==> src/design/assert_macros.svh <==
// Assertion macros shared by the RTL modules
`ifndef ASSERT_MACROS_SVH
`define ASSERT_MACROS_SVH
`ifndef SYNTHESIS
// Clocked on clk_i, off while rst_ni is low
`define KDVE_ASSERT(lbl, prop, msg) \
  lbl: assert property (@(posedge clk_i) disable iff (!rst_ni) (prop)) else $error(msg);
`define KDVE_ASSERT_NEVER(lbl, cond, msg) `KDVE_ASSERT(lbl, !(cond), msg)
`else
`define KDVE_ASSERT(lbl, prop, msg)
`define KDVE_ASSERT_NEVER(lbl, cond, msg)
`endif
`endif

==> src/design/kdve_pkg.sv <==
// Types, constants and helpers for the keyed decimal vector entry block
package kdve_pkg;

  localparam int AXES                = 3;
  localparam int OUT_AXES            = 3;
  localparam int MAX_DIGITS          = 12;
  localparam int MAX_FRACTION_DIGITS = 4;

  localparam int OP_W       = 3;
  localparam int DIGIT_W    = 4;
  localparam int CUR_W      = 2;
  localparam int MAG_W      = 40;
  localparam int PLACES_W   = 3;
  localparam int CFG_IDX_W  = 3;
  localparam int CFG_DATA_W = 2;

  localparam logic [DIGIT_W-1:0]  DIGIT_MAX   = DIGIT_W'(9);
  // 0.0001 shown as magnitude 1 with four fraction digits
  localparam logic [PLACES_W-1:0] ZERO_PLACES = PLACES_W'(4);
  localparam logic [CUR_W-1:0]    AXES_MAX_RST = CUR_W'(2);

  typedef enum logic [OP_W-1:0] {
    OP_DIGIT     = 3'd0,
    OP_PERIOD    = 3'd1,
    OP_MINUS     = 3'd2,
    OP_KP_MINUS  = 3'd3,
    OP_BACKSPACE = 3'd4,
    OP_TAB       = 3'd5,
    OP_OTHER     = 3'd6
  } op_e;

  typedef enum logic [CFG_IDX_W-1:0] {
    CFG_AXES_MAX        = 3'd0,
    CFG_AFFECT_ALL      = 3'd1,
    CFG_NULL_AS_ONE     = 3'd2,
    CFG_FORBID_ZERO     = 3'd3,
    CFG_FORBID_FRACTION = 3'd4,
    CFG_FORBID_NEGATIVE = 3'd5
  } cfg_idx_e;

  function automatic logic [MAG_W-1:0] pow10(input int n);
    logic [MAG_W-1:0] r;
    r = MAG_W'(1);
    for (int k = 0; k < n; k++) begin
      r = (r << 3) + (r << 1);
    end
    return r;
  endfunction

  // Digits are dropped once the magnitude reaches this bound
  localparam logic [MAG_W-1:0] DIGIT_BOUND = pow10(MAX_DIGITS - 1);
  localparam logic [MAG_W-1:0] MAG_CEIL    = pow10(MAX_DIGITS);

  typedef struct packed {
    logic [CUR_W-1:0] axes_max;
    logic             affect_all;
    logic             null_as_one;
    logic             forbid_zero;
    logic             forbid_fraction;
    logic             forbid_negative;
  } cfg_t;

  typedef struct packed {
    logic [OP_W-1:0]    op;
    logic [DIGIT_W-1:0] digit;
    logic               alt_held;
  } key_t;

  typedef struct packed {
    logic                typed;
    logic                negative;
    logic                frac_mode;
    logic [PLACES_W-1:0] frac_digits;
    logic [MAG_W-1:0]    magnitude;
  } axis_t;

  typedef struct packed {
    logic                negative;
    logic [MAG_W-1:0]    magnitude;
    logic [PLACES_W-1:0] places;
  } vec_t;

  typedef struct packed {
    logic                     changed;
    logic                     any_typed;
    logic [CUR_W-1:0]         cursor_axis;
    vec_t [OUT_AXES-1:0]      vec;
  } res_t;

  function automatic logic [CUR_W-1:0] highest_axis(input logic [CUR_W-1:0] axes_max);
    return (axes_max > CUR_W'(AXES - 1)) ? CUR_W'(AXES - 1) : axes_max;
  endfunction

  function automatic logic [MAG_W-1:0] times_ten_plus(input logic [MAG_W-1:0] m,
                                                      input logic [DIGIT_W-1:0] d);
    return (m << 3) + (m << 1) + MAG_W'(d);
  endfunction

endpackage

==> src/design/kdve_key_if.sv <==
// Key event channel: valid/ready plus key payload
interface kdve_key_if;
  import kdve_pkg::*;

  logic               valid;
  logic               ready;
  logic [OP_W-1:0]    op;
  logic [DIGIT_W-1:0] digit;
  logic               alt_held;

  modport source (output valid, op, digit, alt_held, input ready);
  modport sink   (input valid, op, digit, alt_held, output ready);
endinterface

==> src/design/kdve_vec_if.sv <==
// Result channel: valid/ready plus status and applied three-axis vector
interface kdve_vec_if;
  import kdve_pkg::*;

  logic                valid;
  logic                ready;
  logic                changed;
  logic                any_typed;
  logic [CUR_W-1:0]    cursor_axis;
  logic                x_negative;
  logic [MAG_W-1:0]    x_magnitude;
  logic [PLACES_W-1:0] x_places;
  logic                y_negative;
  logic [MAG_W-1:0]    y_magnitude;
  logic [PLACES_W-1:0] y_places;
  logic                z_negative;
  logic [MAG_W-1:0]    z_magnitude;
  logic [PLACES_W-1:0] z_places;

  modport source (output valid, changed, any_typed, cursor_axis,
                  x_negative, x_magnitude, x_places,
                  y_negative, y_magnitude, y_places,
                  z_negative, z_magnitude, z_places,
                  input ready);
  modport sink   (input valid, changed, any_typed, cursor_axis,
                  x_negative, x_magnitude, x_places,
                  y_negative, y_magnitude, y_places,
                  z_negative, z_magnitude, z_places,
                  output ready);
endinterface

==> src/design/kdve_cfg_regs.sv <==
// Configuration registers behind a plain write port
module kdve_cfg_regs (
  input  logic                             clk_i,
  input  logic                             rst_ni,
  input  logic                             cfg_we_i,
  input  logic [kdve_pkg::CFG_IDX_W-1:0]   cfg_idx_i,
  input  logic [kdve_pkg::CFG_DATA_W-1:0]  cfg_wdata_i,
  output kdve_pkg::cfg_t                   cfg_o
);
  import kdve_pkg::*;

  cfg_t cfg_q, cfg_d;

  always_comb begin
    cfg_d = cfg_q;
    if (cfg_we_i) begin
      unique case (cfg_idx_i)
        CFG_AXES_MAX:        cfg_d.axes_max        = cfg_wdata_i[CUR_W-1:0];
        CFG_AFFECT_ALL:      cfg_d.affect_all      = cfg_wdata_i[0];
        CFG_NULL_AS_ONE:     cfg_d.null_as_one     = cfg_wdata_i[0];
        CFG_FORBID_ZERO:     cfg_d.forbid_zero     = cfg_wdata_i[0];
        CFG_FORBID_FRACTION: cfg_d.forbid_fraction = cfg_wdata_i[0];
        CFG_FORBID_NEGATIVE: cfg_d.forbid_negative = cfg_wdata_i[0];
        default:             cfg_d = cfg_q;
      endcase
    end
  end

  always_ff @(posedge clk_i or negedge rst_ni) begin
    if (!rst_ni) begin
      cfg_q <= '{axes_max: AXES_MAX_RST, default: 1'b0};
    end else begin
      cfg_q <= cfg_d;
    end
  end

  assign cfg_o = cfg_q;

endmodule

==> src/design/kdve_axis_state.sv <==
// Per-axis number state and cursor, with the key-event update logic
`include "assert_macros.svh"

module kdve_axis_state (
  input  logic                                    clk_i,
  input  logic                                    rst_ni,
  input  logic                                    fire_i,
  input  kdve_pkg::key_t                          key_i,
  input  kdve_pkg::cfg_t                          cfg_i,
  output kdve_pkg::axis_t [kdve_pkg::AXES-1:0]    axis_d_o,
  output logic [kdve_pkg::CUR_W-1:0]              cursor_d_o,
  output logic                                    changed_o
);
  import kdve_pkg::*;

  axis_t [AXES-1:0] axis_q, axis_d;
  logic [CUR_W-1:0] cursor_q, cursor_d;
  logic [CUR_W-1:0] cur;
  logic [CUR_W-1:0] hi;
  logic             cur_typed;
  logic             changed;
  op_e              op;

  assign op = op_e'(key_i.op);

  always_comb begin
    cur       = (cursor_q >= CUR_W'(AXES)) ? '0 : cursor_q;
    hi        = highest_axis(cfg_i.axes_max);
    cur_typed = 1'b0;
    for (int a = 0; a < AXES; a++) begin
      if (CUR_W'(a) == cur) cur_typed = axis_q[a].typed;
    end

    axis_d   = axis_q;
    cursor_d = cursor_q;
    changed  = 1'b1;

    unique case (op) inside
      OP_DIGIT: begin
        if (key_i.digit > DIGIT_MAX) begin
          changed = 1'b0;
        end else begin
          for (int a = 0; a < AXES; a++) begin
            if (CUR_W'(a) == cur) begin
              if (!axis_q[a].typed) begin
                axis_d[a].typed       = 1'b1;
                axis_d[a].negative    = 1'b0;
                axis_d[a].frac_mode   = 1'b0;
                axis_d[a].frac_digits = '0;
              end
              // saturate: extra digits are swallowed
              if (axis_q[a].magnitude < DIGIT_BOUND) begin
                if (!axis_d[a].frac_mode) begin
                  axis_d[a].magnitude = times_ten_plus(axis_q[a].magnitude, key_i.digit);
                end else if (axis_d[a].frac_digits < PLACES_W'(MAX_FRACTION_DIGITS)) begin
                  axis_d[a].frac_digits = axis_d[a].frac_digits + PLACES_W'(1);
                  axis_d[a].magnitude = times_ten_plus(axis_q[a].magnitude, key_i.digit);
                end
              end
            end
          end
        end
      end
      OP_PERIOD: begin
        if (!cfg_i.forbid_fraction) begin
          for (int a = 0; a < AXES; a++) begin
            if (CUR_W'(a) == cur) begin
              if (!axis_q[a].typed) begin
                axis_d[a].typed       = 1'b1;
                axis_d[a].negative    = 1'b0;
                axis_d[a].frac_digits = '0;
              end
              axis_d[a].frac_mode = 1'b1;
            end
          end
        end
      end
      OP_MINUS, OP_KP_MINUS: begin
        if (!cfg_i.forbid_negative && !(op == OP_KP_MINUS && key_i.alt_held)) begin
          for (int a = 0; a < AXES; a++) begin
            if (CUR_W'(a) == cur) begin
              if (axis_q[a].typed) begin
                axis_d[a].negative = !axis_q[a].negative;
              end else begin
                axis_d[a].typed       = 1'b1;
                axis_d[a].negative    = 1'b1;
                axis_d[a].frac_mode   = 1'b0;
                axis_d[a].frac_digits = '0;
              end
            end
          end
        end
      end
      OP_BACKSPACE: begin
        // untyped cursor axis: wipe everything
        for (int a = 0; a < AXES; a++) begin
          if (!cur_typed || CUR_W'(a) == cur) axis_d[a] = '0;
        end
      end
      OP_TAB: begin
        cursor_d = (cur >= hi) ? '0 : cur + CUR_W'(1);
      end
      default: begin
        changed = 1'b0;
      end
    endcase
  end

  always_ff @(posedge clk_i or negedge rst_ni) begin
    if (!rst_ni) begin
      axis_q   <= '0;
      cursor_q <= '0;
    end else if (fire_i) begin
      axis_q   <= axis_d;
      cursor_q <= cursor_d;
    end
  end

  assign axis_d_o   = axis_d;
  assign cursor_d_o = cursor_d;
  assign changed_o  = changed;

  for (genvar g = 0; g < AXES; g++) begin : g_chk
    `KDVE_ASSERT(a_untyped_clean, !axis_q[g].typed |-> (axis_q[g].magnitude == '0 && !axis_q[g].negative && !axis_q[g].frac_mode && axis_q[g].frac_digits == '0), "untyped axis holds data")
    `KDVE_ASSERT(a_frac_bound, (axis_q[g].frac_digits <= PLACES_W'(MAX_FRACTION_DIGITS) && axis_q[g].magnitude < MAG_CEIL), "axis digit count beyond limit")
  end
  `KDVE_ASSERT_NEVER(a_cursor_range, cursor_q > CUR_W'(AXES - 1), "cursor past last axis")

endmodule

==> src/design/kdve_apply.sv <==
// Applied-vector rules: affect-all, null-as-one, no-zero, axes in use
module kdve_apply (
  input  kdve_pkg::axis_t [kdve_pkg::AXES-1:0]  axis_i,
  input  logic [kdve_pkg::CUR_W-1:0]            cursor_i,
  input  logic                                  changed_i,
  input  kdve_pkg::cfg_t                        cfg_i,
  output kdve_pkg::res_t                        res_o
);
  import kdve_pkg::*;

  logic [CUR_W-1:0] hi;
  logic             any;
  axis_t            src;
  res_t             res;

  always_comb begin
    hi  = highest_axis(cfg_i.axes_max);
    any = 1'b0;
    for (int a = 0; a < AXES; a++) begin
      if (CUR_W'(a) <= hi && axis_i[a].typed) any = 1'b1;
    end

    res             = '0;
    src             = '0;
    res.changed     = changed_i;
    res.any_typed   = any;
    res.cursor_axis = cursor_i;

    for (int j = 0; j < AXES; j++) begin
      if (any && CUR_W'(j) <= hi) begin
        if (cfg_i.affect_all && cursor_i != CUR_W'(j) && !axis_i[j].typed) begin
          src = axis_i[0];
        end else begin
          src = axis_i[j];
        end
        if (!src.typed && cfg_i.null_as_one) begin
          res.vec[j].negative  = 1'b0;
          res.vec[j].magnitude = MAG_W'(1);
          res.vec[j].places    = '0;
        end else if (src.magnitude == '0 && cfg_i.forbid_zero) begin
          res.vec[j].negative  = 1'b0;
          res.vec[j].magnitude = MAG_W'(1);
          res.vec[j].places    = ZERO_PLACES;
        end else begin
          res.vec[j].negative  = src.negative && (src.magnitude != '0);
          res.vec[j].magnitude = src.magnitude;
          res.vec[j].places    = src.frac_digits;
        end
      end
    end
  end

  assign res_o = res;

endmodule

==> src/design/keyed_decimal_vector_entry_top.sv <==
// Keyed decimal vector entry: key events in, status and applied vector out
// Path: a key item is held in the input register, then its result in the result register.
// Throughput: one key item per cycle while the result side is ready; the state update and
//   vector rules settle in one pass between the input register and the result register.
// Reset (rst_ni low, async): cursor 0, all axes untyped and zero, no item
//   held in either register, config back to axes_max 2 and all flags off.
`include "assert_macros.svh"

module keyed_decimal_vector_entry_top (
  input  logic                             clk_i,
  input  logic                             rst_ni,
  input  logic                             cfg_we_i,
  input  logic [kdve_pkg::CFG_IDX_W-1:0]   cfg_idx_i,
  input  logic [kdve_pkg::CFG_DATA_W-1:0]  cfg_wdata_i,
  kdve_key_if.sink                         key_i,
  kdve_vec_if.source                       vec_o
);
  import kdve_pkg::*;

  // Input register stage
  logic  in_valid_q, in_valid_d;
  key_t  key_q;
  // Result register stage
  logic  out_valid_q, out_valid_d;
  res_t  res_q;

  logic  out_free;   // result register can take a new item this cycle
  logic  fire;       // input register item is processed this cycle
  logic  take;       // new key item enters the input register

  cfg_t             cfg;
  axis_t [AXES-1:0] axis_d;
  logic [CUR_W-1:0] cursor_d;
  logic             changed;
  res_t             res_d;

  assign out_free    = !out_valid_q || vec_o.ready;
  assign fire        = in_valid_q && out_free;
  // Input register takes a new item when empty, or when its item moves
  // into the result register in the same cycle.
  assign key_i.ready = !in_valid_q || fire;
  assign take        = key_i.valid && key_i.ready;

  assign in_valid_d  = take ? 1'b1 : (fire ? 1'b0 : in_valid_q);
  assign out_valid_d = fire ? 1'b1 : (vec_o.ready ? 1'b0 : out_valid_q);

  always_ff @(posedge clk_i or negedge rst_ni) begin
    if (!rst_ni) begin
      in_valid_q  <= 1'b0;
      out_valid_q <= 1'b0;
    end else begin
      in_valid_q  <= in_valid_d;
      out_valid_q <= out_valid_d;
    end
  end

  // Payload registers, no reset needed
  always_ff @(posedge clk_i) begin
    if (take) begin
      key_q <= '{op: key_i.op, digit: key_i.digit, alt_held: key_i.alt_held};
    end
    if (fire) begin
      res_q <= res_d;
    end
  end

  kdve_cfg_regs u_cfg (
    .clk_i       (clk_i),
    .rst_ni      (rst_ni),
    .cfg_we_i    (cfg_we_i),
    .cfg_idx_i   (cfg_idx_i),
    .cfg_wdata_i (cfg_wdata_i),
    .cfg_o       (cfg)
  );

  // Axis state commits on fire; its next value feeds the vector rules
  kdve_axis_state u_state (
    .clk_i      (clk_i),
    .rst_ni     (rst_ni),
    .fire_i     (fire),
    .key_i      (key_q),
    .cfg_i      (cfg),
    .axis_d_o   (axis_d),
    .cursor_d_o (cursor_d),
    .changed_o  (changed)
  );

  kdve_apply u_apply (
    .axis_i    (axis_d),
    .cursor_i  (cursor_d),
    .changed_i (changed),
    .cfg_i     (cfg),
    .res_o     (res_d)
  );

  assign vec_o.valid       = out_valid_q;
  assign vec_o.changed     = res_q.changed;
  assign vec_o.any_typed   = res_q.any_typed;
  assign vec_o.cursor_axis = res_q.cursor_axis;
  assign vec_o.x_negative  = res_q.vec[0].negative;
  assign vec_o.x_magnitude = res_q.vec[0].magnitude;
  assign vec_o.x_places    = res_q.vec[0].places;
  assign vec_o.y_negative  = res_q.vec[1].negative;
  assign vec_o.y_magnitude = res_q.vec[1].magnitude;
  assign vec_o.y_places    = res_q.vec[1].places;
  assign vec_o.z_negative  = res_q.vec[2].negative;
  assign vec_o.z_magnitude = res_q.vec[2].magnitude;
  assign vec_o.z_places    = res_q.vec[2].places;

  `KDVE_ASSERT(a_fire_gives_result, fire |=> out_valid_q, "processed item did not reach result register")
  `KDVE_ASSERT(a_no_input_zero_vec, (out_valid_q && !res_q.any_typed) |-> (res_q.vec == '0), "vector nonzero with no input")
  `KDVE_ASSERT_NEVER(a_neg_zero, out_valid_q && res_q.vec[0].negative && res_q.vec[0].magnitude == '0, "negative zero on axis 0")

endmodule

==> src/flat_wrapper.sv <==
// flat-port wrapper written by rule: the top's interface ports become plain ports
module keyed_decimal_vector_entry_top_flat import kdve_pkg::*;
  (clk_i, rst_ni, cfg_we_i, cfg_idx_i, cfg_wdata_i, key_i_valid, key_i_op, key_i_digit, key_i_alt_held, key_i_ready, vec_o_valid, vec_o_changed, vec_o_any_typed, vec_o_cursor_axis, vec_o_x_negative, vec_o_x_magnitude, vec_o_x_places, vec_o_y_negative, vec_o_y_magnitude, vec_o_y_places, vec_o_z_negative, vec_o_z_magnitude, vec_o_z_places, vec_o_ready);
  kdve_key_if key_i_i ();
  kdve_vec_if vec_o_i ();
  input  logic clk_i;
  input  logic rst_ni;
  input  logic cfg_we_i;
  input  logic [kdve_pkg::CFG_IDX_W-1:0] cfg_idx_i;
  input  logic [kdve_pkg::CFG_DATA_W-1:0] cfg_wdata_i;
  input wire logic [$bits(key_i_i.valid)-1:0] key_i_valid;
  input wire logic [$bits(key_i_i.op)-1:0] key_i_op;
  input wire logic [$bits(key_i_i.digit)-1:0] key_i_digit;
  input wire logic [$bits(key_i_i.alt_held)-1:0] key_i_alt_held;
  output wire logic [$bits(key_i_i.ready)-1:0] key_i_ready;
  output wire logic [$bits(vec_o_i.valid)-1:0] vec_o_valid;
  output wire logic [$bits(vec_o_i.changed)-1:0] vec_o_changed;
  output wire logic [$bits(vec_o_i.any_typed)-1:0] vec_o_any_typed;
  output wire logic [$bits(vec_o_i.cursor_axis)-1:0] vec_o_cursor_axis;
  output wire logic [$bits(vec_o_i.x_negative)-1:0] vec_o_x_negative;
  output wire logic [$bits(vec_o_i.x_magnitude)-1:0] vec_o_x_magnitude;
  output wire logic [$bits(vec_o_i.x_places)-1:0] vec_o_x_places;
  output wire logic [$bits(vec_o_i.y_negative)-1:0] vec_o_y_negative;
  output wire logic [$bits(vec_o_i.y_magnitude)-1:0] vec_o_y_magnitude;
  output wire logic [$bits(vec_o_i.y_places)-1:0] vec_o_y_places;
  output wire logic [$bits(vec_o_i.z_negative)-1:0] vec_o_z_negative;
  output wire logic [$bits(vec_o_i.z_magnitude)-1:0] vec_o_z_magnitude;
  output wire logic [$bits(vec_o_i.z_places)-1:0] vec_o_z_places;
  input wire logic [$bits(vec_o_i.ready)-1:0] vec_o_ready;
  assign key_i_i.valid = key_i_valid;
  assign key_i_i.op = key_i_op;
  assign key_i_i.digit = key_i_digit;
  assign key_i_i.alt_held = key_i_alt_held;
  assign key_i_ready = key_i_i.ready;
  assign vec_o_valid = vec_o_i.valid;
  assign vec_o_changed = vec_o_i.changed;
  assign vec_o_any_typed = vec_o_i.any_typed;
  assign vec_o_cursor_axis = vec_o_i.cursor_axis;
  assign vec_o_x_negative = vec_o_i.x_negative;
  assign vec_o_x_magnitude = vec_o_i.x_magnitude;
  assign vec_o_x_places = vec_o_i.x_places;
  assign vec_o_y_negative = vec_o_i.y_negative;
  assign vec_o_y_magnitude = vec_o_i.y_magnitude;
  assign vec_o_y_places = vec_o_i.y_places;
  assign vec_o_z_negative = vec_o_i.z_negative;
  assign vec_o_z_magnitude = vec_o_i.z_magnitude;
  assign vec_o_z_places = vec_o_i.z_places;
  assign vec_o_i.ready = vec_o_ready;
  keyed_decimal_vector_entry_top u_core (.clk_i(clk_i), .rst_ni(rst_ni), .cfg_we_i(cfg_we_i), .cfg_idx_i(cfg_idx_i), .cfg_wdata_i(cfg_wdata_i), .key_i(key_i_i), .vec_o(vec_o_i));
endmodule
==> config.mk <==
export PLATFORM = sky130hd
export DESIGN_NAME = keyed_decimal_vector_entry_top_flat
export DESIGN_NICKNAME = d
export VERILOG_FILES = /design/src/design/kdve_pkg.sv /design/src/design/kdve_key_if.sv /design/src/design/kdve_vec_if.sv /design/src/design/kdve_cfg_regs.sv /design/src/design/kdve_axis_state.sv /design/src/design/kdve_apply.sv /design/src/design/keyed_decimal_vector_entry_top.sv /design/src/flat_wrapper.sv
export VERILOG_INCLUDE_DIRS = /design/src /design/src/design
export SDC_FILE = /design/constraint.sdc
export NUM_CORES = 1
export LEC_CHECK = 0
export ABC_AREA = 0
export CAP_MARGIN = 20
export CORE_MARGIN = 2
export CORE_UTILIZATION = 35
export DETAILED_ROUTE_END_ITERATION = 12
export DONT_BUFFER_PORTS = 1
export PLACE_DENSITY_LB_ADDON = 0.25
export SYNTH_ARGS = -nofsm -noshare
export SYNTH_HDL_FRONTEND = slang
export SYNTH_SLANG_ARGS = --single-unit
==> constraint.sdc <==
create_clock -name clk_i -period 7 [get_ports clk_i]
set_clock_uncertainty 0.15 [all_clocks]
set_input_delay 0.35 -clock clk_i [delete_from_list [all_inputs] [get_ports clk_i]]
set_output_delay 0.35 -clock clk_i [all_outputs]
set_load 0.02 [all_outputs]
==> implementation parameters, run 1 <==
Parameter                              Value

Detailed routing
  Pre-Repair DR Iteration Count    8
  Post-Route WL    100000 um
  Total number of vias    23100
  DRC violation count after routing    0
  DRC violation total after the first TritonRoute iteration    2773
  Antenna Violating Nets Remaining    0
  Vias per std cell    6.37
  Routed length per placed instance    27.6 um

Setup path
  Arrival time at the worst endpoint    6610 ps
  Type of origin of the critical path    flip-flop
  Critical path start-end classification    reg2reg
  Sort of element at the end of the critical path    flip-flop
  Slowest stage cell on the critical path    sky130_fd_sc_hd__nor4_1
  Required time reported for the critical path endpoint    7160 ps
  Crit path largest cell delay    1080 ps
  Maximum fanout count along the critical path    7
  Worst path cell trace    inv_1, fa_1, inv_1, fa_1, a211oi_1, o21ai_1, a211oi_1, nor4_1, or3_1, a32oi_1, and3_1, nand4_1, nor4_1, nand2_1, nand3_1, nor2_1

Final layout
  Area growth from synthesis to final layout    10.8%
  Nets    2976
  Diodes inserted    0
  Share of final-layout standard cells stronger than drive strength 1    6.14%
  Utilization after layout    39.1%

Synth
  Total nets after synthesis    3021
  Commonest register cell after synthesis    sky130_fd_sc_hd__dfrtp_1
  Post-Synthesis Cells    2768
  Avg Inst Size Synth    8.53 um^2
  Post-synth EDFFs    144
  Sequential area share after synthesis    34.1%
  Number of distinct library cells after synthesis    93
  Ys async rst share    50.9%
  Cell area after synthesis    23600 um^2
  Flop and latch count out of synthesis    293
  Count of synthesis-stage warnings from yosys    0

Timing
  Relative slew margins    15.7%
  Slew of the pin with the lowest slew margin    1250 ps
  Period Utilization, post-route    92.1%
  Max Clk Rate    155 MHz
  Unrepaired setup endpoints after global routing    false
  Min Clock Period, post-route    6450 ps
  Total count of max-transition violations in the final report    0
  Final hold violation count    0
  Number of endpoints failing setup at the final stage    0
  Post-Route Setup TNS    0 ps
  Worst hold slack    58.5 ps

Flow run
  Max-capacitance violation count    0

Global route
  Number of antenna violations at the first check in global routing    7
  Total congestion overflow after global routing    0
  Largest net degree at the start of global routing    150
  GRT Overall Usage    27.9%
  Global-route wire length before repair    146000 um
  Via count of the first global-routing pass    21600

Clocking
  Clock-pin slew of the registers on the worst-case setup and hold paths    60 ps
  Clock buffers created by TritonCTS    38
  Root Buffer    sky130_fd_sc_hd__clkbuf_16
  TritonCTS clock tree    yes
  Clk sinks    293
  Worst-case clock buffer depth    3
  H-tree levels    2
  Clk Latency, worst-skew pair    580 ps

Status
  Result of the run    finished, final reports clean

Floorplan
  Die X-Extent    264 um
  Effective utilization at floorplan    35.3%
  Die Span Y    264 um
  Area of the placeable core    66900 um^2
  Number of top-level pins    156
  Die area    69500 um^2
  Std cell rows    95

Place
  PortBufs    0
  Detailed placer's ending HPWL    75800 um
  Global placement routability congestion    1.04

Hold path
  Path type of the worst min-delay path    in2reg

Power
  Ratio of total power to cell area    270 nW/um^2
  Static leakage    10.9 nW
  Max VDD drop    0.195 mV
cells in the final DEF (no fill, tap or decap), types with 13 or more instances in the layout:
cell	n
sky130_fd_sc_hd__xor2_1	35
sky130_fd_sc_hd__nand2b_1	19
sky130_fd_sc_hd__a22oi_1	39
sky130_fd_sc_hd__xnor2_1	52
sky130_fd_sc_hd__ha_1	229
sky130_fd_sc_hd__a31oi_1	40
sky130_fd_sc_hd__nor2_1	236
sky130_fd_sc_hd__buf_4	52
sky130_fd_sc_hd__o21ai_0	254
sky130_fd_sc_hd__and3_1	40
sky130_fd_sc_hd__o21a_1	27
sky130_fd_sc_hd__clkbuf_16	42
sky130_fd_sc_hd__o21bai_1	19
sky130_fd_sc_hd__dlygate4sd3_1	24
sky130_fd_sc_hd__a22o_1	23
sky130_fd_sc_hd__dfrtp_1	148
sky130_fd_sc_hd__a21o_1	38
sky130_fd_sc_hd__o31ai_1	16
sky130_fd_sc_hd__edfxtp_1	144
sky130_fd_sc_hd__nor2b_1	21
sky130_fd_sc_hd__mux2i_1	13
sky130_fd_sc_hd__a211oi_1	85
sky130_fd_sc_hd__nor4_1	25
sky130_fd_sc_hd__nor3_1	53
sky130_fd_sc_hd__inv_1	49
sky130_fd_sc_hd__a21oi_1	205
sky130_fd_sc_hd__a221oi_1	21
sky130_fd_sc_hd__o211ai_1	21
sky130_fd_sc_hd__nand4_1	62
sky130_fd_sc_hd__nand3_1	53
sky130_fd_sc_hd__and2_1	37
sky130_fd_sc_hd__nand2_1	358
sky130_fd_sc_hd__or3_1	17
layout make-up:
| type | instances | area (um^2) |
|---|---|---|
| clock buffers | 53 | 1120 |
| clock inverters | 17 | 226 |
| fillers | 6775 | 40800 |
| inverters | 50 | 195 |
| multi-input cells | 2262 | 14800 |
| flip-flops and latches | 293 | 8050 |
| well taps | 873 | 1090 |
| repair buffers | 78 | 673 |
worst max-delay path, delay by kind of cell (launching register included):
kind	cells	cell delay, ps
AND/OR/NAND/NOR	8	2380
AO/OA/AOI/OAI	4	2060
adder cells (fa/ha/maj)	2	1020
flip-flops	1	410
buffers and inverters	2	160
Yosys cell counts, types with 25 or more instances:
library cell | instances | area [um^2]
sky130_fd_sc_hd__a22oi_1 | 39 | 293
sky130_fd_sc_hd__clkbuf_1 | 149 | 559
sky130_fd_sc_hd__dfrtp_1 | 148 | 3700
sky130_fd_sc_hd__a21oi_1 | 205 | 1030
sky130_fd_sc_hd__inv_1 | 49 | 184
sky130_fd_sc_hd__edfxtp_1 | 144 | 4320
sky130_fd_sc_hd__o21a_1 | 27 | 203
sky130_fd_sc_hd__nand4_1 | 62 | 388
sky130_fd_sc_hd__a211oi_1 | 85 | 638
sky130_fd_sc_hd__nand3_1 | 53 | 265
sky130_fd_sc_hd__xnor2_1 | 52 | 455
sky130_fd_sc_hd__nor3_1 | 54 | 270
sky130_fd_sc_hd__and2_1 | 38 | 238
sky130_fd_sc_hd__nor2_1 | 236 | 886
sky130_fd_sc_hd__a21o_1 | 38 | 285
sky130_fd_sc_hd__o21ai_0 | 254 | 1270
sky130_fd_sc_hd__a31oi_1 | 40 | 250
sky130_fd_sc_hd__xor2_1 | 35 | 307
sky130_fd_sc_hd__nor4_1 | 25 | 156
sky130_fd_sc_hd__nand2_1 | 360 | 1350
sky130_fd_sc_hd__ha_1 | 229 | 2870
sky130_fd_sc_hd__and3_1 | 40 | 250
final timing paths:
kind                            depth (start not counted)                                endpoint  slack [ps]                                   from
min in group asynchronous                               2   u_core.u_state.axis_q[75]$_DFFE_PN0P_         310                                 rst_ni
max in group asynchronous                               2   u_core.u_state.axis_q[29]$_DFFE_PN0P_        5600                                 rst_ni
worst max-delay path                                   16  u_core.vec_o.x_places[1]$_SDFFCE_PP0P_         550   u_core.u_state.axis_q[0]$_DFFE_PN0P_
worst min-delay path                                    3       u_core.u_cfg.cfg_o[0]$_DFFE_PN0P_          60                               cfg_we_i
worst max register to register                         16  u_core.vec_o.x_places[1]$_SDFFCE_PP0P_         550   u_core.u_state.axis_q[0]$_DFFE_PN0P_
worst min register to register                          2   u_core.u_state.axis_q[41]$_DFFE_PN0P_         350  u_core.u_state.axis_q[41]$_DFFE_PN0P_
kinds of logic after synthesis:
kind of cell	after synthesis	share of synthesized area [%]
AND/OR/NAND/NOR	987	19.8
AO/OA/AOI/OAI	932	25.8
flip-flops	293	34.1
adder cells (fa/ha/maj)	235	12.7
buffers and inverters	213	3.40
XOR/XNOR	87	3.23
multiplexers	21	0.933
metrics by stage:
| stage | instance area, um^2 | instances | power (mW) | worst slack (ps) |
|---|---|---|---|---|
| 3_3_place_gp | 24500 | 3530 | 4.83 | 763 |
| 4_1_cts | 26100 | 3626 | 7.02 | 742 |
| 3_5_place_dp | 24500 | 3531 | 4.83 | 745 |
| 2_1_floorplan | 23600 | 2768 | 3.89 | 1560 |
| 5_1_grt | 26100 | 3626 | 7.34 | 492 |
| 6_report | 26100 | 3626 | 7.05 | 550 |
report_power, final:
part / internal, mW / total [mW] / leakage, nW / switching (mW)
clock network: 1.31 / 2.14 / 0.652 / 0.831
registers: 2.05 / 2.38 / 3.47 / 0.337
logic: 0.752 / 2.53 / 6.82 / 1.78
total: 4.11 / 7.05 / 10.9 / 2.95
what timing repair did:
| action | 4_1_cts | 5_1_grt |
|---|---|---|
| resized for setup | 0 | 0 |
| hold buffers | 25 | 0 |
| setup buffers | 0 | 0 |
| endpoints found under the hold margin | 166 | 0 |
metal layers:
metal	vias up	GRT usage, %	part of all wire [%]
met5	-	0	0.027
met3	196	5.29	8.6
met4	4	10.5	4.2
met1	11300	39.4	44
li1	10400	-	-
met2	1225	42.1	43
registers in the layout, summed over array words and instances, names as in the netlist, 2 cells and up, named ones only:
| name | flops |
|---|---|
| u_core.vec_o.z_magnitude | 40 |
| u_core.u_cfg.cfg_o | 7 |
| u_core.u_state.axis_q | 135 |
| u_core.key_q | 8 |
| u_core.vec_o.y_places | 3 |
| u_core.vec_o.y_magnitude | 40 |
| u_core.vec_o.x_places | 3 |
| u_core.u_state.cursor_q | 2 |
| u_core.vec_o.cursor_axis | 2 |
| u_core.vec_o.x_magnitude | 40 |
| u_core.vec_o.z_places | 3 |
(Power assumes the default switching activity.)
==> inputs of run 2 (changes only) <==
--- a/config.mk
+++ b/config.mk
@@ -9,7 +9,7 @@
 export ABC_AREA = 0
 export CAP_MARGIN = 20
 export CORE_MARGIN = 2
-export CORE_UTILIZATION = 35
+export CORE_UTILIZATION = 55
 export DETAILED_ROUTE_END_ITERATION = 12
 export DONT_BUFFER_PORTS = 1
 export PLACE_DENSITY_LB_ADDON = 0.25
==> implementation parameters, run 2 (synthesis gave the netlist of run 1 again) <==
Parameter                              Value

Timing
  Min Clock Period, post-route    6250 ps
  Max Clk Rate    160 MHz
  Number of endpoints failing setup at the final stage    0
  Period Utilization, post-route    89.3%
  Total count of max-transition violations in the final report    0
  Unrepaired setup endpoints after global routing    false
  Relative slew margins    21.8%
  Final hold violation count    0
  Slew of the pin with the lowest slew margin    1170 ps
  Post-Route Setup TNS    0 ps

Global route
  Total congestion overflow after global routing    0
  Via count of the first global-routing pass    21800
  Largest net degree at the start of global routing    150
  Number of antenna violations at the first check in global routing    3
  GRT Overall Usage    40.5%
  Global-route wire length before repair    137000 um

Detailed routing
  Total number of vias    23400
  Vias per std cell    7.14
  DRC violation count after routing    0
  Pre-Repair DR Iteration Count    7
  Routed length per placed instance    27.9 um
  Antenna Violating Nets Remaining    0
  Post-Route WL    91200 um
  DRC violation total after the first TritonRoute iteration    3014

Clocking
  H-tree levels    2
  Clock buffers created by TritonCTS    36
  TritonCTS clock tree    yes
  Post-CTS setup buffer count    0
  Clk Latency, worst-skew pair    580 ps
  Worst-case clock buffer depth    3
  Clock-pin slew of the registers on the worst-case setup and hold paths    60 ps
  Root Buffer    sky130_fd_sc_hd__clkbuf_16
  Clk sinks    293
  Total of hold buffers inserted after clock tree synthesis    24
  Count of cells resized by post-cts repair    0

Final layout
  Max FFs per register    135
  Nets    2961
  Share of final-layout standard cells stronger than drive strength 1    5.67%
  Commonest non-fill, non-tap cells in the layout    358 x sky130_fd_sc_hd__nand2_1, 253 x sky130_fd_sc_hd__o21ai_0, 236 x sky130_fd_sc_hd__nor2_1, 229 x sky130_fd_sc_hd__ha_1, 205 x sky130_fd_sc_hd__a21oi_1
  Count of filler cells inserted in the layout    3721
  Area growth from synthesis to final layout    7.96%
  Most flop-heavy register    u_core.u_state.axis_q
  Most common cell after layout, fill and taps aside    sky130_fd_sc_hd__nand2_1
  Diodes inserted    0
  Finished Layout Cells    3275
  Final Instance Area    25500 um^2

Power
  Max VDD drop    0.235 mV
  Total power    6.80 mW
  Ratio of total power to cell area    267 nW/um^2
  Static leakage    10.8 nW

Floorplan
  Std cell rows    75
  Die area    44600 um^2
  Die X-Extent    211 um
  Effective utilization at floorplan    56.0%
  Die Span Y    211 um
  Number of top-level pins    156
  Area of the placeable core    42100 um^2

Setup path
  Arrival time at the worst endpoint    6410 ps
  Critical path start-end classification    reg2reg
  Required time reported for the critical path endpoint    7160 ps
  Sort of element at the end of the critical path    flip-flop
  Maximum fanout count along the critical path    5
  Crit path largest cell delay    910 ps
  Worst path cell trace    inv_1, fa_1, inv_1, ha_1, a211oi_1, o21ai_0, a21o_1, o2111ai_1, a211oi_1, nor3_1, nand3_1, or4b_2, nor4_1, nand2_1, nand3_1, nor2_1
  Slowest stage cell on the critical path    sky130_fd_sc_hd__nor4_1
  Type of origin of the critical path    flip-flop

Place
  Global placement routability congestion    1.04
  Dpl cell area    24000 um^2
  Cell count after placement    3185
  PortBufs    0
  Detailed placer's ending HPWL    68500 um

Hold path
  Path type of the worst min-delay path    in2reg

Status
  Result of the run    finished, final reports clean

Flow run
  Max-capacitance violation count    0
==> run 2: final cells by class <==
type,count,area (um^2),share of cell area (%)
clock buffer,49,1040,4.10
clock inverter,17,171,0.673
inverter,50,195,0.766
multi-input combinational,2262,14800,58.0
sequential,293,8050,31.6
tap,539,674,2.65
timing repair buffer,65,566,2.22
==> run 2: worst paths after layout <==
check                                                        from                                endpoint  slack (ps)  cells after the start
setup / recovery             u_core.u_state.axis_q[0]$_DFFE_PN0P_  u_core.vec_o.x_places[1]$_SDFFCE_PP0P_         750                     16
hold / removal                                           cfg_we_i       u_core.u_cfg.cfg_o[1]$_DFFE_PN0P_          60                      3
setup reg to reg             u_core.u_state.axis_q[0]$_DFFE_PN0P_  u_core.vec_o.x_places[1]$_SDFFCE_PP0P_         750                     16
hold reg to reg            u_core.u_state.axis_q[133]$_DFFE_PN0P_  u_core.u_state.axis_q[133]$_DFFE_PN0P_         360                      2
max in group asynchronous                                  rst_ni   u_core.u_state.axis_q[72]$_DFFE_PN0P_        5660                      2
min in group asynchronous                                  rst_ni   u_core.u_state.axis_q[31]$_DFFE_PN0P_         320                      2
==> run 2: per-stage QoR <==
| step | setup slack (ps) | utilization (%) | hold WS, ps |
|---|---|---|---|
| final | 746 | 60.5 | 61.2 |
| after CTS | 904 | 60.5 | 46.0 |
| after detailed placement | 931 | 57.0 | -91.1 |
| after floorplan | 1560 | - | -95.6 |
| after global placement | 1090 | 57.0 | -92.1 |
| after global routing | 618 | 60.5 | 79.8 |
==> run 2: metal layers <==
| layer | global-route usage, % | vias to the layer above | part of all wire (%) |
|---|---|---|---|
| met1 | 55.2 | 11300 | 40 |
| met4 | 18.6 | 2 | 5.5 |
| met2 | 61.1 | 1490 | 43 |
| li1 | - | 10300 | - |
| met3 | 9.49 | 271 | 12 |
| met5 | 0 | - | 0.014 |
==> run 2: power breakdown <==
group / total, mW / switching, mW / internal, mW / leakage (nW)
sequential: 2.39 / 0.339 / 2.05 / 3.47
clock: 1.97 / 0.831 / 1.13 / 0.591
combinational: 2.45 / 1.71 / 0.735 / 6.76
total: 6.80 / 2.88 / 3.92 / 10.8
==> run 2: critical path: cells and delay by family (launching register included) <==
| kind | cells | cell delay [ps] |
|---|---|---|
| and+or+nand+nor | 7 | 2890 |
| DFF | 1 | 410 |
| adders and majority gates | 2 | 840 |
| buffers and inverters | 2 | 160 |
| AOI/OAI and AO/OA | 5 | 1530 |
